## src/sv/imhq_pkg.sv

```systemverilog
`default_nettype none
package imhq_pkg;

  localparam int CAPACITY  = 256;
  localparam int KEY_BITS  = 32;
  localparam int TAG_BITS  = 8;
  localparam int TAG_SPACE = 1 << TAG_BITS;
  localparam int IDX_BITS  = $clog2(CAPACITY);
  localparam int CNT_BITS  = $clog2(CAPACITY + 1);

  typedef logic [1:0] op_t;
  localparam op_t OP_PUSH   = 2'd0;
  localparam op_t OP_POP    = 2'd1;
  localparam op_t OP_DELETE = 2'd2;
  localparam op_t OP_NOP    = 2'd3;

  typedef logic [2:0] status_t;
  localparam status_t ST_OK      = 3'd0;
  localparam status_t ST_FULL    = 3'd1;
  localparam status_t ST_EMPTY   = 3'd2;
  localparam status_t ST_PRESENT = 3'd3;
  localparam status_t ST_ABSENT  = 3'd4;

  typedef struct packed {
    logic [KEY_BITS-1:0] key;
    logic [TAG_BITS-1:0] tag;
  } slot_t;

  typedef enum logic [3:0] {
    S_IDLE, S_DECODE, S_PUSH, S_RM_START, S_RM_LAST,
    S_UP_RD, S_UP_CMP, S_DOWN_RD, S_DOWN_CMP, S_FINISH
  } ctl_state_t;

  typedef enum logic [3:0] {
    CMD_NONE, CMD_LOAD, CMD_CHECK, CMD_PUSH, CMD_REMOVE_START, CMD_LOAD_LAST,
    CMD_READ_PARENT, CMD_MOVE_PARENT, CMD_READ_CHILD, CMD_MOVE_CHILD,
    CMD_PLACE, CMD_EMIT
  } dp_cmd_t;

  typedef struct packed {
    status_t err;
    op_t     op;
    logic    hole_root;
    logic    hole_last;
    logic    up_gt;
    logic    first;
    logic    dn_move;
    logic    out_free;
  } dp_stat_t;

endpackage
`default_nettype wire

```

## src/sv/imhq_ctrl.sv

```systemverilog
`default_nettype none
module imhq_ctrl import imhq_pkg::*; (
  input  wire logic     clk,
  input  wire logic     rst_n,
  input  wire logic     in_valid,
  output logic          in_ready,
  input  wire dp_stat_t stat,
  output dp_cmd_t       cmd
);

  ctl_state_t state_r, state_nxt;

  always_ff @(posedge clk) begin
    if (!rst_n) begin
      state_r <= S_IDLE;
    end else begin
      state_r <= state_nxt;
    end
  end

  always_comb begin
    state_nxt = state_r;
    unique case (state_r)
      S_IDLE:     if (in_valid) state_nxt = S_DECODE;
      S_DECODE: begin
        if (stat.err != ST_OK || stat.op == OP_NOP) state_nxt = S_FINISH;
        else if (stat.op == OP_PUSH) state_nxt = S_PUSH;
        else state_nxt = S_RM_START;
      end
      S_PUSH:     state_nxt = S_UP_RD;
      S_RM_START: state_nxt = S_RM_LAST;
      S_RM_LAST:  state_nxt = stat.hole_last ? S_FINISH : S_UP_RD;
      S_UP_RD: begin
        if (!stat.hole_root) state_nxt = S_UP_CMP;
        else if (stat.first) state_nxt = S_DOWN_RD;
        else state_nxt = S_FINISH;
      end
      S_UP_CMP: begin
        if (stat.up_gt) state_nxt = S_UP_RD;
        else if (stat.first) state_nxt = S_DOWN_RD;
        else state_nxt = S_FINISH;
      end
      S_DOWN_RD:  state_nxt = S_DOWN_CMP;
      S_DOWN_CMP: state_nxt = stat.dn_move ? S_DOWN_RD : S_FINISH;
      S_FINISH:   if (stat.out_free) state_nxt = S_IDLE;
      default:    state_nxt = S_IDLE;
    endcase
  end

  always_comb begin
    cmd      = CMD_NONE;
    in_ready = 1'b0;
    unique case (state_r)
      S_IDLE: begin
        in_ready = 1'b1;
        if (in_valid) cmd = CMD_LOAD;
      end
      S_DECODE:   cmd = CMD_CHECK;
      S_PUSH:     cmd = CMD_PUSH;
      S_RM_START: cmd = CMD_REMOVE_START;
      S_RM_LAST:  cmd = CMD_LOAD_LAST;
      S_UP_RD: begin
        if (!stat.hole_root) cmd = CMD_READ_PARENT;
        else if (!stat.first) cmd = CMD_PLACE;
      end
      S_UP_CMP: begin
        if (stat.up_gt) cmd = CMD_MOVE_PARENT;
        else if (!stat.first) cmd = CMD_PLACE;
      end
      S_DOWN_RD:  cmd = CMD_READ_CHILD;
      S_DOWN_CMP: cmd = stat.dn_move ? CMD_MOVE_CHILD : CMD_PLACE;
      S_FINISH:   if (stat.out_free) cmd = CMD_EMIT;
      default:    cmd = CMD_NONE;
    endcase
  end

endmodule
`default_nettype wire

```

## config.mk

```make
export PLATFORM = sky130hd
export DESIGN_NAME = imhq_ctrl
export DESIGN_NICKNAME = d
export VERILOG_FILES = /design/src/sv/imhq_pkg.sv /design/src/sv/imhq_ctrl.sv
export SDC_FILE = /design/constraint.sdc
export NUM_CORES = 1
export LEC_CHECK = 0
export BUFFER_PORTS_ARGS = -buffer_cell sky130_fd_sc_hd__buf_2
export CAP_MARGIN = 20
export CORE_MARGIN = 4
export CORE_UTILIZATION = 40
export DETAILED_ROUTE_END_ITERATION = 7
export GPL_TIMING_DRIVEN = 0
export PLACE_DENSITY = 0.66
export SLEW_MARGIN = 10
export SYNTH_ARGS = -nofsm -noshare
export SYNTH_HDL_FRONTEND = slang
export SYNTH_SLANG_ARGS = --single-unit
```

## constraint.sdc

```tcl
create_clock -name clk -period 2.35 [get_ports clk]
set_input_delay 0.705 -clock clk [delete_from_list [all_inputs] [get_ports clk]]
set_output_delay 0.705 -clock clk [all_outputs]
set_load 0.005 [all_outputs]
```

==> out/results.ini <==
[worst_setup_path]
critPathLaunchType = register
r2r_end = state_r[0]
cp_max_fo = 10
arrival_ps = 1520
crit_start = state_r[0]
r2r_setup_slack_ps = 1030
cp-end-kind = output port
r2r_start = state_r[2]
critical_path_class = reg -> out
ff2ff_path_depth = 3
required_ps = 1640

[yosys]
yosys.area.top_type_share_pct = 15.0
synthMostInstantiatedCell = a21oi_1
ys.flop_type = dfxtp_1
syn_area_um2 = 534
synth.distinct_cells = 33
seq_area_frac_synth_pct = 15.0
synth_largest_area_cell = dfxtp_1
syn-num-nets = 91
syn_avg_cell_area_um2 = 6.94
synthCells = 77
synthTopCellsByCount = a21oi_1 (9), nand2_1 (8), nor2_1 (7)
synth-edff-count = 0
ys.warnings.count = 0
synth-seq-cells = 4
synthArstFlopShare_pct = 0
yosys-top-cells-area = dfxtp_1 (15%), a21oi_1 (8.4%), nand2_1 (5.6%), nor2_1 (4.9%), nor2b_1 (4.7%)

[cts]
cts_tree = built
numCtsBuffers = 3
cts_buffer_depth = 2
clk_pin_slew_worst_paths_ps = 40
cts_hold_buf = 0
htree_levels = 1
clock_latency_ps = 230
cts_root_buf = clkbuf_4
cts.repair_timing.setup_buffer_count = 0
cts_resized = 0
cts.sinks = 4

[floorplan]
die_area_um2 = 1980
rows = 12
io_pins = 19
die_h_um = 44.5
die_x_um = 44.5
initial_core_util_pct = 45.0
core_um2 = 1190

[timing]
setup_violations = 0
max_freq_mhz = 449
hold_violations = 0
finalSetupTns_ps = 0
period_minus_slack_ps = 2230
skew_ps = 1.34
rsz0062_at_grt = no
maxSlewHeadroom_pct = 65.4
tightest_slew_ps = 505
slew_violations = 0
fin_crit_sh_pct = 94.8

[detailed_routing]
drc = 0
wl_met1_um = 652
first_pass_iters = 4
met3WireLength_um = 74
routed.top_layer = met3
vias = 631
drt-initial-drc-count = 33
avgRoutedWirePerCell_um = 12.9
route.met2.wl_um = 722
ant_nets = 0
routed_via_density = 5.63
routed_wl_um = 1450

[global_routing]
grt_max_degree = 11
grt_pass1_wl_um = 2460
grt_usage_pct = 15.9
grt_pass1_vias = 576
antenna_found_initial = 0
grt_overflow = 0

[run_status]
status = complete, no violations

[power]
vdd_ir_drop_max_v = 0.000417
power_mw = 0.449
power_density_nw_per_um2 = 671
power_leakage_nw = 0.307

[placement]
gp_congestion = 0.809
port_buffers = 18
hpwl_um = 1120

[cells_and_area]
area_delta_synth_final_pct = 25.3
largest_register_ffs = 4
largest_register = state_r
layout.nets = 114
drive_above_1_share_pct = 33.7
n_antenna_cell = 0
top_regs = state_r (4)

[hold_path]
min_path_cells = 2
hold_path.class = in -> reg
holdPathEnd = state_r[1]
holdCritStartpoint = rst_n

[job]
maxCapViolCount = 0

==> final cells by class <==
type                       instances  area, um^2
multi-input combinational         62         399
sequential                         4        80.1
tap                               14        17.5
inverter                           5        18.8
buffer                             6        41.3
clock buffer                       3        22.5
timing repair buffer              18        90.1
fill                             117         517
==> cell families after synthesis <==
| group | Yosys count | synth area share (%) |
|---|---|---|
| and+or+nand+nor | 33 | 37.0 |
| DFF | 4 | 15.0 |
| AOI/OAI and AO/OA | 29 | 37.2 |
| buffers and inverters | 11 | 10.8 |
==> critical path: stages (launching register included) <==
cell      delay [ps]
dfxtp_1          310
buf_2            200
clkbuf_4         230
nand2_1           80
nor2_1           110
a21oi_1           80
o22ai_1          140
buf_2            130
==> metal layers <==
metal  vias up  global-route usage, %
met3         0                   2.44
met4         0                   1.81
met1       279                   21.2
li1        324                      -
met5         -                      0
met2        28                   27.2
==> how the worst max path moves through the flow <==
stage / end / depth (start not counted)
finish: cmd[0] / 7
global route: cmd[0] / 7
CTS: cmd[0] / 7
detailed placement: cmd[3] / 6
global placement: cmd[3] / 6
floorplan: cmd[3] / 4
==> metrics by stage <==
step / hold slack, ps / worst slack, ps / instances / instance area [um^2] / utilization [%]
after floorplan: 690 / 483 / 77 / 534 / -
after global placement: 768 / 173 / 109 / 642 / 54.1
after CTS: 732 / 109 / 112 / 664 / 56.0
final: 735 / 122 / 112 / 669 / 56.4
after detailed placement: 760 / 202 / 109 / 642 / 54.1
after global routing: 750 / 32.7 / 112 / 669 / 56.4
==> where the power goes <==
group / total, mW / switching (mW) / internal, mW
Combinational: 0.273 / 0.150 / 0.123
Clock: 0.0817 / 0.0248 / 0.0569
Sequential: 0.0942 / 0.0128 / 0.0815
==> cell usage in the layout, fill, tap and decap left out <==
master      n
or3b_1      1
nand3b_1    2
o21a_1      2
a21oi_1     9
a22oi_1     2
nor4_1      1
buf_2      21
a2111oi_0   1
a221oi_2    1
o22ai_1     2
nor4b_2     1
inv_1       5
o311a_1     1
nor2_2      1
o21ai_0     3
a32oi_1     2
a21o_1      1
nor2b_1     3
nand4b_1    1
nor2b_2     1
a31o_2      1
nand2_1     8
buf_4       1
a21boi_1    1
and2_1      1
nor4_4      1
nor2_1      7
clkbuf_4    4
buf_6       1
o21ai_1     1
nand2b_1    3
dfxtp_1     4
o21bai_1    1
nor3_1      2
o31a_1      1
Note: power is estimated with default switching activity, not from simulation.
